`src/fts_pkg.sv`:
```
`timescale 1ns / 1ps
// ----------------------------------------------------------------------------
// fts_pkg
// Shared types and constants for the transmit framer with preamble and
// MSB-first serializer.
// ----------------------------------------------------------------------------
package fts_pkg;

    // Default sizes of the frame and of the byte store.
    localparam int FRAME_BYTES_DEF = 120;
    localparam int STORE_BYTES_DEF = 2048;

    // Configuration register and burst counter widths.
    localparam int CFG_W   = 12;
    localparam int BURST_W = 12;
    localparam logic [CFG_W-1:0] PREAMBLE_RESET = 12'd240;

    // Byte sent during a preamble.
    localparam logic [7:0] SYNC_BYTE = 8'h77;

    // Free frame count reported on every result.
    localparam int FF_W = 5;
    localparam logic [FF_W-1:0] FF_MAX = 5'd31;

    // Depth of the queue between the front and the serializer.
    localparam int QUEUE_DEPTH = 4;

    // Item kinds.
    localparam logic MODE_LOAD = 1'b0;
    localparam logic MODE_TICK = 1'b1;

    // Result kinds.
    localparam logic KIND_STATUS = 1'b0;
    localparam logic KIND_BIT    = 1'b1;

    // Load status codes.
    typedef enum logic [1:0] {
        ST_OK      = 2'd0,
        ST_LENGTH  = 2'd1,
        ST_NO_ROOM = 2'd2
    } t_status;

    // One queued result: a load status or a whole byte to serialize.
    typedef struct packed {
        logic            kind;
        t_status         status;
        logic [7:0]      data;
        logic [FF_W-1:0] free_frames;
    } t_entry;

endpackage

```
`src/fts_queue.sv`:
```
`timescale 1ns / 1ps
// ----------------------------------------------------------------------------
// fts_queue
// Short first-in first-out queue of result entries between the front and
// the serializer.
// ----------------------------------------------------------------------------
module fts_queue #(
    parameter int DEPTH = fts_pkg::QUEUE_DEPTH
) (
    input  logic            i_clk,
    input  logic            i_rst_n,
    input  logic            i_push,
    input  fts_pkg::t_entry i_data,
    output logic            o_full,
    input  logic            i_pop,
    output fts_pkg::t_entry o_data,
    output logic            o_empty
);

    localparam int PTR_W = (DEPTH > 1) ? $clog2(DEPTH) : 1;
    localparam int CNT_W = $clog2(DEPTH + 1);

    fts_pkg::t_entry   r_mem [DEPTH];
    logic [PTR_W-1:0]  r_wr, n_wr;
    logic [PTR_W-1:0]  r_rd, n_rd;
    logic [CNT_W-1:0]  r_cnt, n_cnt;
    logic              w_do_push;
    logic              w_do_pop;

    assign o_full    = (r_cnt == CNT_W'(DEPTH));
    assign o_empty   = (r_cnt == '0);
    assign o_data    = r_mem[r_rd];
    assign w_do_push = i_push && !o_full;
    assign w_do_pop  = i_pop && !o_empty;

    // Pointer and occupancy update.
    always_comb begin
        n_wr  = r_wr;
        n_rd  = r_rd;
        n_cnt = r_cnt;
        if (w_do_push) begin
            n_wr = (r_wr == PTR_W'(DEPTH - 1)) ? '0 : r_wr + 1'b1;
        end
        if (w_do_pop) begin
            n_rd = (r_rd == PTR_W'(DEPTH - 1)) ? '0 : r_rd + 1'b1;
        end
        if (w_do_push && !w_do_pop) begin
            n_cnt = r_cnt + 1'b1;
        end else if (w_do_pop && !w_do_push) begin
            n_cnt = r_cnt - 1'b1;
        end
    end

    always_ff @(posedge i_clk) begin
        if (!i_rst_n) begin
            r_wr  <= '0;
            r_rd  <= '0;
            r_cnt <= '0;
        end else begin
            r_wr  <= n_wr;
            r_rd  <= n_rd;
            r_cnt <= n_cnt;
        end
    end

    // Entry storage.
    always_ff @(posedge i_clk) begin
        if (w_do_push) begin
            r_mem[r_wr] <= i_data;
        end
    end

endmodule

```
`config.mk`:
```
export PLATFORM = sky130hd
export DESIGN_NAME = fts_queue
export DESIGN_NICKNAME = d
export VERILOG_FILES = /design/src/fts_pkg.sv /design/src/fts_queue.sv
export SDC_FILE = /design/constraint.sdc
export NUM_CORES = 1
export LEC_CHECK = 0
export ABC_AREA = 1
export BUFFER_PORTS_ARGS = -buffer_cell sky130_fd_sc_hd__buf_4
export CAP_MARGIN = 20
export CORE_MARGIN = 2
export CORE_UTILIZATION = 45
export CTS_BUF_LIST = sky130_fd_sc_hd__clkbuf_8
export DETAILED_ROUTE_END_ITERATION = 8
export HOLD_SLACK_MARGIN = 0.06
export PLACE_DENSITY = 0.72
export SLEW_MARGIN = 20
export SYNTH_ARGS = -nofsm -noshare
export SYNTH_HDL_FRONTEND = slang
export SYNTH_SLANG_ARGS = --single-unit
```
`constraint.sdc`:
```
create_clock -name i_clk -period 3.5 [get_ports i_clk]
set_input_delay 0.35 -clock i_clk [delete_from_list [all_inputs] [get_ports i_clk]]
set_output_delay 0.35 -clock i_clk [all_outputs]
set_load 0.01 [all_outputs]
```
==> key figures <==
Route
  • Starting DRT DRC Count: 124
  • DR vias/cell: 4.95
  • Vias: 1,744
  • DRT Pass-1 Iters: 4
  • Detail Route Antenna Nets: 0
  • Final wirelength: 5070 µm
  • Routed length per placed instance: 14.4 µm
  • DRC viols: 0

STA
  • Final period util: 60.1%
  • Final hold violations: 0
  • Final setup fails: 0
  • RSZ-0062 raised after global routing: false
  • Final setup margin: 1400 ps
  • Final min period: 2100 ps
  • Setup tns final: 0 ps
  • Least-Margin Pin Slew: 596 ps
  • Final Max Slew Viols: 0
  • Rel. slew slack: 60.2%
  • Max frequency: 475 MHz
  • Clk_skew: 8.00 ps

Die
  • DIE HEIGHT: 83.7 µm
  • Initial Utilization: 45.7%
  • Ports: 38
  • Row Count: 29
  • Die span in x: 83.7 µm
  • Die Area: 0.00700 mm²
  • Core ar.: 0.00624 mm²

Cells and area
  • Fin util: 54.1%
  • Fraction of layout cells with a size suffix above 1: 21.1%
  • Fin area: 0.00337 mm²
  • Diode count: 0
  • Nets@finish: 298
  • Area delta synth->final: 18.2%
  • Final Instance Count excl. Fillers: 352

Yosys
  • Syn Inst Count: 226
  • Main combinational cell family by area after synthesis: compound AO/OA/AOI/OAI gates
  • Commonest cells post-synth: 64 x edfxtp_1, 49 x nor2_1, 28 x o21ai_1, 16 x inv_1, 16 x o22ai_1
  • Synth unique cells: 18
  • Share of the yosys chip area belonging to registers: 73.6%
  • Yosys top cell area share: 67.3%
  • Area leader, netlist: edfxtp_1
  • Most used DFF post-synth: edfxtp_1
  • Mux cell area share after synthesis: 0%
  • Avg Synthesized Cell Area: 12.6 µm²
  • Post-synthesis compound-gate area fraction: 9.82%
  • Post-synthesis simple-gate area fraction: 9.16%
  • Net Count, Synth: 253
  • Ys async rst share: 0%
  • Fraction of the mapped netlist area in adder cells: 3.33%
  • Mapped Area: 0.00286 mm²
  • Synth Area in XOR/XNOR: 0%
  • Ys Warns: 0
  • Main area contributors after synthesis: edfxtp_1 67%, nor2_1 6.4%, dfxtp_1 6.3%
  • Post-synth EDFFs: 64
  • Most common cell in the netlist: edfxtp_1
  • Flops & latches, synth: 73

Clock tree
  • TritonCTS clock tree: done
  • Number of clock sinks: 73
  • # hold bufs at CTS: 0
  • Resize count post-CTS: 0
  • Root buf cell: clkbuf_8
  • Clock buffer count from CTS: 9
  • CTS H-tree lvls: 3
  • Clk slew on worst S/H paths: 70 ps
  • Post-CTS Setup Bufs: 0
  • Clock latency at the later pin of the worst-skew pair: 340 ps
  • CTS Buffer Depth: 2

Placement
  • Dpl cell area: 0.00322 mm²
  • Cells after DPL: 337
  • Hpwl dp: 3050 µm
  • GPL Wtd Cong: 0.684
  • Setup WS pre-CTS: 1670 ps
  • PortBufs: 37

Worst setup path
  • Crit path max fanout: 17
  • Reg2reg setup slack: 1670 ps
  • Reg2reg path depth: 9
  • Crit-path leading delay family: flip-flops
  • CP Class: register to output port
  • RR Endpoint: r_cnt[1]$_SDFFE_PN0P_
  • CP endpoint kind: output port
  • Crit path max-delay cell type: dfxtp_1
  • CP Buf/Inv Count: 2
  • Worst reg2reg startpoint: r_cnt[1]$_SDFFE_PN0P_
  • Critical Path Start Type: register
  • CP max stage delay: 700 ps
  • Critical Path AT: 1750 ps
  • Worst endpoint required time: 3150 ps
  • Critical-path cell list: inv_2, o21ai_1, o22ai_1, buf_4

Run
  • Max-cap violation count: 0

Status
  • Outcome: finished clean

GRT
  • GRT Overall Usage: 15.6%
  • Antenna violations before repair: 0
  • Vias in the first global route: 1,713
  • First-pass GRT wire length: 8380 µm
  • Gr ovfl total: 0
  • Pin count of the biggest net entering global routing: 33

Min path
  • Hold Crit Depth: 1
  • Hold Path Class: input port to register
  • Min-delay src: i_data[10]
  • Hold endpoint: r_mem[1][10]$_DFFE_PP_

Power
  • PD cells: 721 mW/mm²
  • Worst VDD drop: 0.000386 V
  • LEAKAGE: 1.29 nW
worst max path at each step:
stage / from / endpoint / slack (ps) / depth (start not counted)
after floorplan: r_cnt[1]$_SDFFE_PN0P_ / r_mem[0][0]$_DFFE_PP_ / 1770 / 4
after global placement: r_cnt[1]$_SDFFE_PN0P_ / r_cnt[1]$_SDFFE_PN0P_ / 1730 / 9
after detailed placement: r_cnt[1]$_SDFFE_PN0P_ / r_cnt[1]$_SDFFE_PN0P_ / 1670 / 9
after CTS: register / o_data[7] / 1380 / 4
after global routing: register / o_data[2] / 1220 / 4
final: register / o_data[7] / 1400 / 4
cell families after synthesis:
kind of cell	after synthesis
buffers and inverters	27
AND/OR/NAND/NOR	67
flip-flops	73
AO/OA/AOI/OAI	52
adder cells (fa/ha/maj)	7
layout make-up:
type	count	area [µm²]
multi-input cells	126	637
fillers	547	2870
inverters	19	71.3
repair buffers	42	315
clock inverters	6	28.8
clock buffers	9	124
flip-flops and latches	73	2100
well taps	77	96.3
cells in the final DEF (no fill, tap or decap):
cell type,n
nor2_1,49
clkinv_1,1
nand3b_1,1
clkbuf_8,9
nand2_1,14
edfxtp_1,64
clkinv_2,2
buf_4,42
nand4_1,1
nand2_2,1
a21oi_1,2
clkinvlp_4,1
o21ai_1,28
ha_1,6
inv_2,3
o22ai_1,16
nand3_1,1
fa_1,1
o21ai_0,6
inv_1,18
dfxtp_1,9
metrics by stage:
step | hold slack (ps) | power [mW]
global placement | 496 | 1.91
floorplan | 449 | 1.62
detailed placement | 511 | 1.93
global route | 195 | 2.60
finish | 208 | 2.43
CTS | 199 | 2.46
layer usage:
| metal | track usage, % | wire (µm) | vias to the layer above |
|---|---|---|---|
| li1 | - | - | 885 |
| met1 | 19.9 | 2270 | 808 |
| met2 | 24.6 | 2420 | 45 |
| met3 | 5.74 | 325 | 6 |
| met4 | 5.72 | 57 | 0 |
| met5 | 0 | 0 | - |
registers in the layout, indices dropped and copies added, names as in the netlist, named ones only:
name / flops
r_cnt: 3
r_mem: 64
r_rd: 2
r_wr: 2
power breakdown:
group / switching (mW) / internal [mW] / total [mW]
clock: 0.284 / 0.243 / 0.527
combinational: 0.449 / 0.324 / 0.773
sequential: 0.0623 / 1.07 / 1.13
total: 0.795 / 1.64 / 2.43
Note: power is estimated with default switching activity, not from simulation.
