<file path="config.mk">
export PLATFORM = sky130hd
export DESIGN_NAME = fts_back
export DESIGN_NICKNAME = d
export VERILOG_FILES = /design/src/fts_pkg.sv /design/src/fts_back.sv
export SDC_FILE = /design/constraint.sdc
export NUM_CORES = 1
export LEC_CHECK = 0
export BUFFER_PORTS_ARGS = -buffer_cell sky130_fd_sc_hd__buf_2
export CORE_AREA = 3 3 40 42
export CTS_CLUSTER_DIAMETER = 50
export DETAILED_ROUTE_END_ITERATION = 7
export DIE_AREA = 0 0 43 45
export SYNTH_ARGS = -nofsm -noshare
export SYNTH_HDL_FRONTEND = slang
export SYNTH_SLANG_ARGS = --single-unit
</file>
<file path="constraint.sdc">
create_clock -name i_clk -period 1.9 [get_ports i_clk]
set_clock_uncertainty 0.2 [all_clocks]
set_input_delay 0.38 -clock i_clk [delete_from_list [all_inputs] [get_ports i_clk]]
set_output_delay 0.38 -clock i_clk [all_outputs]
set_load 0.02 [all_outputs]
</file>
<file path="src/fts_pkg.sv">
`timescale 1ns / 1ps
// ----------------------------------------------------------------------------
// fts_pkg
// Shared types and constants for the transmit framer with preamble and
// MSB-first serializer.
// ----------------------------------------------------------------------------
package fts_pkg;

    // Default sizes of the frame and of the byte store.
    localparam int FRAME_BYTES_DEF = 120;
    localparam int STORE_BYTES_DEF = 2048;

    // Configuration register and burst counter widths.
    localparam int CFG_W   = 12;
    localparam int BURST_W = 12;
    localparam logic [CFG_W-1:0] PREAMBLE_RESET = 12'd240;

    // Byte sent during a preamble.
    localparam logic [7:0] SYNC_BYTE = 8'h77;

    // Free frame count reported on every result.
    localparam int FF_W = 5;
    localparam logic [FF_W-1:0] FF_MAX = 5'd31;

    // Depth of the queue between the front and the serializer.
    localparam int QUEUE_DEPTH = 4;

    // Item kinds.
    localparam logic MODE_LOAD = 1'b0;
    localparam logic MODE_TICK = 1'b1;

    // Result kinds.
    localparam logic KIND_STATUS = 1'b0;
    localparam logic KIND_BIT    = 1'b1;

    // Load status codes.
    typedef enum logic [1:0] {
        ST_OK      = 2'd0,
        ST_LENGTH  = 2'd1,
        ST_NO_ROOM = 2'd2
    } t_status;

    // One queued result: a load status or a whole byte to serialize.
    typedef struct packed {
        logic            kind;
        t_status         status;
        logic [7:0]      data;
        logic [FF_W-1:0] free_frames;
    } t_entry;

endpackage

</file>
<file path="src/fts_back.sv">
`timescale 1ns / 1ps
// ----------------------------------------------------------------------------
// fts_back
// Serializer: gives a status entry as one result and a byte entry as eight
// bit results, most significant bit first.
// ----------------------------------------------------------------------------
module fts_back (
    input  logic                      i_clk,
    input  logic                      i_rst_n,
    input  fts_pkg::t_entry           i_head,
    input  logic                      i_head_empty,
    output logic                      o_head_pop,
    output logic                      o_empty,
    input  logic                      i_pop,
    output logic                      o_kind,
    output logic [1:0]                o_status,
    output logic                      o_out_bit,
    output logic                      o_byte_last,
    output logic [fts_pkg::FF_W-1:0]  o_free_frames
);

    logic [2:0] r_idx, n_idx;
    logic       w_xfer;
    logic       w_is_bit;

    assign o_empty       = i_head_empty;
    assign w_xfer        = i_pop && !i_head_empty;
    assign w_is_bit      = (i_head.kind == fts_pkg::KIND_BIT);
    assign o_kind        = i_head.kind;
    assign o_status      = w_is_bit ? fts_pkg::ST_OK : i_head.status;
    assign o_out_bit     = w_is_bit && i_head.data[3'd7 - r_idx];
    assign o_byte_last   = w_is_bit && (r_idx == 3'd7);
    assign o_free_frames = i_head.free_frames;

    // The entry leaves the queue with its last result.
    assign o_head_pop = w_xfer && (!w_is_bit || r_idx == 3'd7);

    // Bit index within the current byte.
    always_comb begin
        n_idx = r_idx;
        if (w_xfer && w_is_bit) begin
            n_idx = r_idx + 1'b1;
        end
    end

    always_ff @(posedge i_clk) begin
        if (!i_rst_n) begin
            r_idx <= '0;
        end else begin
            r_idx <= n_idx;
        end
    end

endmodule

</file>
==> metrics.yaml, run 1 <==
status:
  outcome: "finished with violations"
  violations: "setup timing"
floorplan:
  start_util_pct: 23.1
  coreArea_sq_um: 1280
  fp.dieW_um: 43
  dieHeight_um: 45
  pin_count: 32
  rows: 13
  dieArea_sq_um: 1940
clock_tree:
  holdBufCountCts: 0
  cts_tree: "built"
  clkTransAtPathRegs_ps: 40
  root_buffer: "clkbuf_4"
  cts_buffer_depth: 2
  cts.sink_count: 3
  insertion_delay_ps: 230
  htree_num_levels: 1
  cts_buffers: 3
drt:
  wl_per_cell_um: 10.3
  drtAntennaViolNets: 0
  drt_iter0_drc: 2
  viasPerCell: 4.19
  drt-total-wl_um: 687
  vias: 281
  first_pass_iters: 2
  drc: 0
cells_and_area:
  largest_reg_flops: 3
  nFillCells: 140
  nNetsFinal: 75
  drive_above_1_share_pct: 69.2
  final_core_util_pct: 36.2
  num_antenna_cells: 0
  largest-register: "r_idx"
  reg_top3: "r_idx: 3 flops"
  syn_to_final_growth_pct: 57.0
  layout_commonest_cell: "buf_2"
  final_cell_mix: "buf_2, nor2b_1, mux2i_1, clkbuf_4"
timing:
  slew_viol_final: 0
  setup_ws_ps: -53.7
  period_needed_ps: 1950
  final-hold-violation-count: 0
  tightest_slew_ps: 217
  grt_setup_unrepaired: "true"
  relSlewSlack_pct: 85.5
  setup_viol: 1
  fmax_ghz: 0.512
  period_share_pct: 103
critical_path:
  crit_path_max_incr_delay_ps: 500
  endpoint_kind: "output port"
  crit_slowest_cell: "mux4_2"
  required_ps: 1320
  ff2ff_setup_slack_ps: 620
  crit_fanout: 2
  r2r_start: "r_idx[0]$_SDFFE_PN0P_"
  start_kind: "register"
  path_cells: "mux4_2, nor2_1, a311oi_1, buf_2"
  critical_path_class: "reg -> out"
  worstPathArrival_ps: 1370
  startpoint: "r_idx[0]$_SDFFE_PN0P_"
grt:
  grt.overflow.total: 0
  grt_pass1_vias: 245
  antenna_found_initial: 0
  grt_max_degree: 8
  grt_pass1_wl_um: 979
  grt_use_total_pct: 7.08
pwr:
  p_total_mw: 0.235
  p_per_area_nw_per_um2: 505
  vdd_drop_max_mv: 0.192
  leakagePower_nw: 0.219
worst_hold_path:
  hp-start: "i_rst_n"
  min_path_type: "in -> reg"
logic_synthesis:
  synth_cells: 31
  ys_ff_latch: 3
  yosysUniqueCellTypes: 15
  avgSynthCellArea_sq_um: 9.57
  yosysSeqAreaShare_pct: 20.3
  synth_area_sq_um: 297
  synth_fp_nets: 53
  yosys_warnings: 0
placed_design:
  hpwlAfterDp_um: 504
  gp_congestion: 0.633
  post-place-ws_ps: 42.3
  portBuffers: 21
job:
  maxCapViolCount: 0
[path summary, 6_finish.rpt]
| path | to | depth (start not counted) |
|---|---|---|
| worst min-delay path | r_idx[0]$_SDFFE_PN0P_ | 2 |
| worst max register to register | r_idx[2]$_SDFFE_PN0P_ | 5 |
| worst min register to register | r_idx[1]$_SDFFE_PN0P_ | 2 |
| worst max-delay path | o_out_bit | 4 |
[report_power, final]
group / switching [mW] / internal, mW
combinational: 0.0263 / 0.0331
clock: 0.0312 / 0.0786
sequential: 0.00177 / 0.0641
total: 0.0592 / 0.176
[final cells by class]
type	instances	area (sq um)	area share, %
Sequential cell	3	65.1	14.0
Tap cell	15	18.8	4.03
Inverter	1	3.75	0.806
Timing Repair Buffer	24	138	29.6
Clock buffer	4	26.3	5.65
Multi-Input combinational cell	20	214	46.0
[per-stage QoR]
step                instances  cell area, sq um  setup TNS [ps]  hold WS [ps]
CTS                        67               444           -79.7           173
global placement           62               383               0           370
finish                     67               465           -53.7           179
global route               67               465            -165           192
floorplan                  31               297               0           302
detailed placement         62               383               0           380
[kinds of logic after synthesis]
| family | after synthesis | share of synthesized area, % |
|---|---|---|
| flip-flops | 3 | 20.3 |
| XOR/XNOR | 1 | 2.95 |
| AND/OR/NAND/NOR | 10 | 21.1 |
| AO/OA/AOI/OAI | 2 | 5.49 |
| adder cells (fa/ha/maj) | 2 | 8.44 |
| buffers and inverters | 8 | 19.0 |
| multiplexers | 5 | 22.8 |
[metal layers]
layer / wire length (um) / track usage [%] / vias to the layer above
li1: - / - / 144
met1: 266 / 8.43 / 119
met2: 313 / 9.88 / 18
met3: 108 / 4.38 / 0
met4: 0 / 3.61 / 0
met5: 0 / 0 / -
[timing repair]
| item | 4_1_cts | 5_1_grt |
|---|---|---|
| gates resized for setup | 8 | 6 |
| endpoints found under the setup margin | 3 | 2 |
| endpoints found under the hold margin | 0 | 0 |
| pin swaps | 2 | 2 |
| setup buffers | 1 | 0 |
[critical path: cells and delay by family, from the launching register on]
| kind | cells | cell delay, ps |
|---|---|---|
| AO/OA/AOI/OAI | 1 | 50 |
| buffers and inverters | 1 | 160 |
| flip-flops | 1 | 340 |
| multiplexers | 1 | 500 |
| AND/OR/NAND/NOR | 1 | 100 |
[synth_stat cells, drive strengths merged]
master	instances	area (sq um)
inv	1	3.75
dfxtp	3	60.1
xnor2	1	8.76
a311oi	1	8.76
mux4	1	26.3
mux2i	3	30.0
buf	7	52.6
and2	2	12.5
nor2	1	3.75
o31ai	1	7.51
nor3b	1	7.51
mux2	1	11.3
ha	2	25.0
nand3b	1	7.51
nor2b	5	31.3
(Power assumes the default switching activity.)
==> run 2, diff against run 1 <==
Clock period 1.9 ns to 1.8 ns, I/O delays scaled along.
==> run 2 against run 1 <==
Against the previous run: the run still ends with setup timing left; count of clock-buffer cells in the layout unchanged; flip-flop and latch count unchanged; worst setup slack got worse by 76 ps; die area unchanged; via count fell by 1.4%; critical endpoint unchanged; largest cell class unchanged; highest routed layer unchanged.
==> metrics.yaml, run 2 (synthesized netlist as in run 1, its figures left out) <==
status:
  outcome: "finished with violations"  # unchanged
  violations: "setup timing"  # unchanged
clock_tree:
  insertion_delay_ps: 230  # about the same
  root_buffer: "clkbuf_4"  # unchanged
  cts_resized: 8  # unchanged
  cts_tree: "built"  # unchanged
  clkTransAtPathRegs_ps: 30  # was 40 ps
  cts.sink_count: 3  # unchanged
  cts_buffer_depth: 2  # unchanged
  holdBufCountCts: 0  # unchanged
  cts_buffers: 3  # unchanged
  cts_setup_buffers: 0  # was 1
  htree_num_levels: 1  # unchanged
cells_and_area:
  largest_reg_flops: 3  # unchanged
  drive_above_1_share_pct: 66.7  # was 69.2%
  reg_top3: "r_idx: 3 flops"  # unchanged
  final_cell_mix: "buf_2, nor2b_1, mux2i_1, clkbuf_4"  # unchanged
  nNetsFinal: 74  # was 75
  largest-register: "r_idx"  # unchanged
  fin_cells: 66  # was 67
  final_core_util_pct: 34.5  # was 36.2%
  syn_to_final_growth_pct: 49.4  # was 57.0%
  nFillCells: 148  # was 140
  num_antenna_cells: 0  # unchanged
  layout_commonest_cell: "buf_2"  # unchanged
  design_area_sq_um: 443  # was 465 sq um
pwr:
  p_comb_share_pct: 23.4  # was 25.3%
  p_sw_share_pct: 24.8  # was 25.2%
  p_sw_mw: 0.0606  # was 0.0592 mW
  internal-power_mw: 0.184  # was 0.176 mW
  vdd_drop_max_mv: 0.209  # was 0.192 mV
  p_per_area_nw_per_um2: 552  # was 505 nW/um^2
  seqPwrFrac_pct: 28.9  # was 28.0%
  leakagePower_nw: 0.214  # was 0.219 nW
  clockPowerShare_pct: 47.8  # was 46.7%
drt:
  drtAntennaViolNets: 0  # unchanged
  wl_per_cell_um: 9.65  # was 10.3 um
  drt-total-wl_um: 637  # was 687 um
  drt_iter0_drc: 2  # unchanged
  drc: 0  # unchanged
  vias: 277  # was 281
  first_pass_iters: 2  # unchanged
  viasPerCell: 4.20  # was 4.19
floorplan:
  pin_count: 32  # unchanged
  fp.dieW_um: 43  # unchanged
  dieHeight_um: 45  # unchanged
  coreArea_sq_um: 1280  # unchanged
  dieArea_sq_um: 1940  # unchanged
  rows: 13  # unchanged
  start_util_pct: 23.1  # unchanged
timing:
  setup_viol: 3  # was 1
  period_needed_ps: 1930
  final-hold-violation-count: 0  # unchanged
  grt_setup_unrepaired: "true"  # unchanged
  setup_ws_ps: -130  # was -53.7 ps
  fin_setup_tns_ps: -272  # was -53.7 ps
  period_share_pct: 107
  relSlewSlack_pct: 86.6  # was 85.5%
  tightest_slew_ps: 199  # was 217 ps
  slew_viol_final: 0  # unchanged
  fmax_ghz: 0.518
critical_path:
  start_kind: "register"  # unchanged
  required_ps: 1240  # was 1320 ps
  endpoint_kind: "output port"  # unchanged
  crit_slowest_cell: "mux4_2"  # unchanged
  crit_path_max_incr_delay_ps: 490  # was 500 ps
  cp_top_family: "multiplexers"  # unchanged
  path_cells: "mux4_2, nor2_1, a311oi_1, buf_2"  # unchanged
  critical_path_class: "reg -> out"  # unchanged
  crit_fanout: 2  # unchanged
  cp_num_buf_inv: 1  # unchanged
  worstPathArrival_ps: 1370  # about the same
grt:
  antenna_found_initial: 0  # unchanged
  grt_max_degree: 8  # unchanged
  grt_pass1_wl_um: 972  # was 979 um
  grt.overflow.total: 0  # unchanged
  grt_pass1_vias: 271  # was 245
  grt_use_total_pct: 7.24  # was 7.08%
job:
  maxCapViolCount: 0  # unchanged
placed_design:
  hpwlAfterDp_um: 539  # was 504 um
  post-place-ws_ps: -25.5  # was 42.3 ps
  place_area_sq_um: 388  # was 383 sq um
  numPlacedInstances: 62  # unchanged
  portBuffers: 21  # unchanged
  gp_congestion: 0.689  # was 0.633
worst_hold_path:
  min_path_type: "in -> reg"  # unchanged
run 2: power by group through the flow:
| stage | combinational [mW] | clock [mW] | sequential, mW |
|---|---|---|---|
| 6_report | 0.0571 | 0.117 | 0.0706 |
| 3_3_place_gp | 0.0545 | 0 | 0.0708 |
| 5_1_grt | 0.0629 | 0.127 | 0.0709 |
| 2_1_floorplan | 0.0468 | 0 | 0.0718 |
| 4_1_cts | 0.0570 | 0.123 | 0.0703 |
| 3_5_place_dp | 0.0556 | 0 | 0.0708 |
run 2: cell type report:
class | count | area (sq um) | share of cell area [%]
Inverter | 1 | 3.75 | 0.847
Clock buffer | 4 | 26.3 | 5.93
Timing Repair Buffer | 23 | 133 | 29.9
Tap cell | 15 | 18.8 | 4.24
Multi-Input combinational cell | 20 | 199 | 44.9
Sequential cell | 3 | 62.6 | 14.1
run 2: worst paths after layout:
kind / end / startpoint / slack (ps) / depth (start not counted)
hold / removal: r_idx[0]$_SDFFE_PN0P_ / i_rst_n / 160 / 2
setup reg to reg: r_idx[2]$_SDFFE_PN0P_ / r_idx[0]$_SDFFE_PN0P_ / 500 / 5
setup / recovery: o_out_bit / r_idx[0]$_SDFFE_PN0P_ / -130 / 4
hold reg to reg: r_idx[1]$_SDFFE_PN0P_ / r_idx[1]$_SDFFE_PN0P_ / 360 / 2
run 2: per-layer routing:
| metal | global-route usage [%] | part of all wire (%) | vias to the layer above |
|---|---|---|---|
| met5 | 0 | 0 | - |
| met4 | 7.83 | 0 | 0 |
| met3 | 4.78 | 19 | 0 |
| met2 | 9.88 | 46 | 18 |
| met1 | 6.99 | 36 | 119 |
| li1 | - | - | 140 |
run 2: metrics by stage:
step                power, mW  hold slack [ps]
global placement        0.125              370
CTS                     0.250              157
finish                  0.244              160
floorplan               0.119              282
detailed placement      0.126              366
global route            0.261              175
==> run 3, diff against run 2 <==
Settings changed: CORE_AREA 3 3 40 42 to 10 10 47 49, DIE_AREA 0 0 43 45 to 0 0 57 59, SLEW_MARGIN set to 20.
==> run 3 against run 2 <==
Against the previous run: the flow still finishes with violations (setup timing); sequential power is 1% lower; cell count is 1.5% higher; first-iteration DRC count is 50% lower; worst setup slack worse by 4.0 ps; critical path type unchanged; die area is 74% higher; clock power hardly changed; hold slack hardly changed; flip-flop and latch count stayed put.
==> metrics.yaml, run 3 (synthesized netlist as in run 1, its figures left out) <==
drt:
  first_pass_iters: 2  # unchanged
  vias: 275  # was 277
  drt-total-wl_um: 837  # was 637 um
  drt_iter0_drc: 1  # was 2
  viasPerCell: 4.10  # was 4.20
  wl_per_cell_um: 12.5  # was 9.65 um
  drc: 0  # unchanged
  drtAntennaViolNets: 0  # unchanged
critical_path:
  endpoint_kind: "output port"  # unchanged
  cp_top_family: "multiplexers"  # unchanged
  required_ps: 1240  # about the same
  crit_fanout: 3  # was 2
  critical_path_class: "reg -> out"  # unchanged
  path_cells: "mux4_2, nor2_2, a311oi_1, buf_2"  # was mux4_2, nor2_1, a311oi_1, buf_2
  start_kind: "register"  # unchanged
  crit_path_max_incr_delay_ps: 500  # was 490 ps
  crit_slowest_cell: "mux4_2"  # unchanged
  cp_num_buf_inv: 1  # unchanged
  worstPathArrival_ps: 1370  # about the same
timing:
  fmax_ghz: 0.517  # was 0.518 GHz
  relSlewSlack_pct: 86.3  # was 86.6%
  setup_ws_ps: -134  # was -130 ps
  setup_viol: 3  # unchanged
  slew_viol_final: 0  # unchanged
  fin_setup_tns_ps: -160  # was -272 ps
  final-hold-violation-count: 0  # unchanged
  period_needed_ps: 1930  # about the same
  tightest_slew_ps: 205  # was 199 ps
  grt_setup_unrepaired: "true"  # unchanged
  period_share_pct: 107  # about the same
pwr:
  p_sw_share_pct: 25.6  # was 24.8%
  p_total_mw: 0.245  # was 0.244 mW
  clockPowerShare_pct: 48.2  # was 47.8%
  p_comb_share_pct: 23.3  # was 23.4%
  leakagePower_nw: 0.215  # was 0.214 nW
  internal-power_mw: 0.182  # was 0.184 mW
  p_sw_mw: 0.0628  # was 0.0606 mW
  vdd_drop_max_mv: 0.301  # was 0.209 mV
  seqPwrFrac_pct: 28.5  # was 28.9%
  p_per_area_nw_per_um2: 567  # was 552 nW/um^2
grt:
  grt_pass1_vias: 330  # was 271
  grt.overflow.total: 0  # unchanged
  grt_pass1_wl_mm: 1.49  # was 972 um
  grt_max_degree: 8  # unchanged
  antenna_found_initial: 0  # unchanged
  grt_use_total_pct: 5.64  # was 7.24%
clock_tree:
  htree_num_levels: 1  # unchanged
  cts_tree: "built"  # unchanged
  cts.sink_count: 3  # unchanged
  cts_buffers: 3  # unchanged
  insertion_delay_ps: 230  # about the same
  holdBufCountCts: 0  # unchanged
  cts_buffer_depth: 2  # unchanged
  clkTransAtPathRegs_ps: 40  # was 30 ps
  root_buffer: "clkbuf_4"  # unchanged
cells_and_area:
  largest_reg_flops: 3  # unchanged
  layout_commonest_cell: "buf_2"  # unchanged
  final_core_util_pct: 30.9  # was 34.5%
  nNetsFinal: 74  # unchanged
  syn_to_final_growth_pct: 46.0  # was 49.4%
  reg_top3: "r_idx: 3 flops"  # unchanged
  num_antenna_cells: 0  # unchanged
  largest-register: "r_idx"  # unchanged
  final_cell_mix: "buf_2, nor2b_1, mux2i_1, clkbuf_4, buf_4"  # was buf_2, nor2b_1, mux2i_1, clkbuf_4
  drive_above_1_share_pct: 66.7  # unchanged
floorplan:
  start_util_pct: 21.2  # was 23.1%
  rows: 14  # was 13
  dieArea_sq_um: 3360  # was 1940 sq um
  pin_count: 32  # unchanged
  fp.dieW_um: 57  # was 43 um
  dieHeight_um: 59  # was 45 um
  coreArea_sq_um: 1400  # was 1280 sq um
status:
  outcome: "finished with violations"  # unchanged
  violations: "setup timing"  # unchanged
worst_hold_path:
  min_path_type: "in -> reg"  # unchanged
job:
  maxCapViolCount: 0  # unchanged
placed_design:
  portBuffers: 21  # unchanged
  gp_congestion: 0.731  # was 0.689
  post-place-ws_ps: -6.91  # was -25.5 ps
-- run 3: cell counts in the layout (fill, tap and decap cells not counted) --
No cell type changed its count.
-- run 3: timing repair --
item                                    CTS  global route
gates resized for setup                   7             3
pin swaps                                 1             1
buffers inserted                          0             0
endpoints found under the setup margin    3             3
-- run 3: cell type report --
| cell class | count | area [sq um] |
|---|---|---|
| clock buffer | 4 | 26.3 |
| tap | 16 | 20.0 |
| inverter | 1 | 3.75 |
| fill | 157 | 968 |
| sequential | 3 | 65.1 |
| multi-input combinational | 20 | 189 |
| timing repair buffer | 23 | 129 |
-- run 3: routing by layer --
layer / track usage (%) / routed length, um / up-vias
li1: - / - / 141
met1: 5.04 / 326 / 115
met2: 8.06 / 369 / 19
met3: 4.51 / 141 / 0
met4: 5.03 / 0 / 0
met5: 0 / 0 / -
-- run 3: per-stage QoR --
step	hold WS [ps]	instances	cell area, sq um
after floorplan	282	31	302
after global placement	372	63	389
after detailed placement	370	63	389
after CTS	151	67	425
after global routing	162	67	433
final	160	67	433
-- run 3: worst paths after layout --
path | from | end | slack [ps] | cells past startpoint
setup / recovery | r_idx[0]$_SDFFE_PN0P_ | o_out_bit | -130 | 4
hold / removal | i_rst_n | r_idx[0]$_SDFFE_PN0P_ | 160 | 2
setup reg to reg | r_idx[0]$_SDFFE_PN0P_ | r_idx[2]$_SDFFE_PN0P_ | 520 | 4
hold reg to reg | r_idx[2]$_SDFFE_PN0P_ | r_idx[2]$_SDFFE_PN0P_ | 370 | 2
-- run 3: power by group through the flow --
| stage | logic (mW) | registers, mW | clock network, mW |
|---|---|---|---|
| final | 0.0572 | 0.0698 | 0.118 |
| after global routing | 0.0634 | 0.0703 | 0.132 |
| after CTS | 0.0575 | 0.0708 | 0.126 |
| after detailed placement | 0.0558 | 0.0713 | 0 |
| after global placement | 0.0555 | 0.0713 | 0 |
| after floorplan | 0.0468 | 0.0718 | 0 |
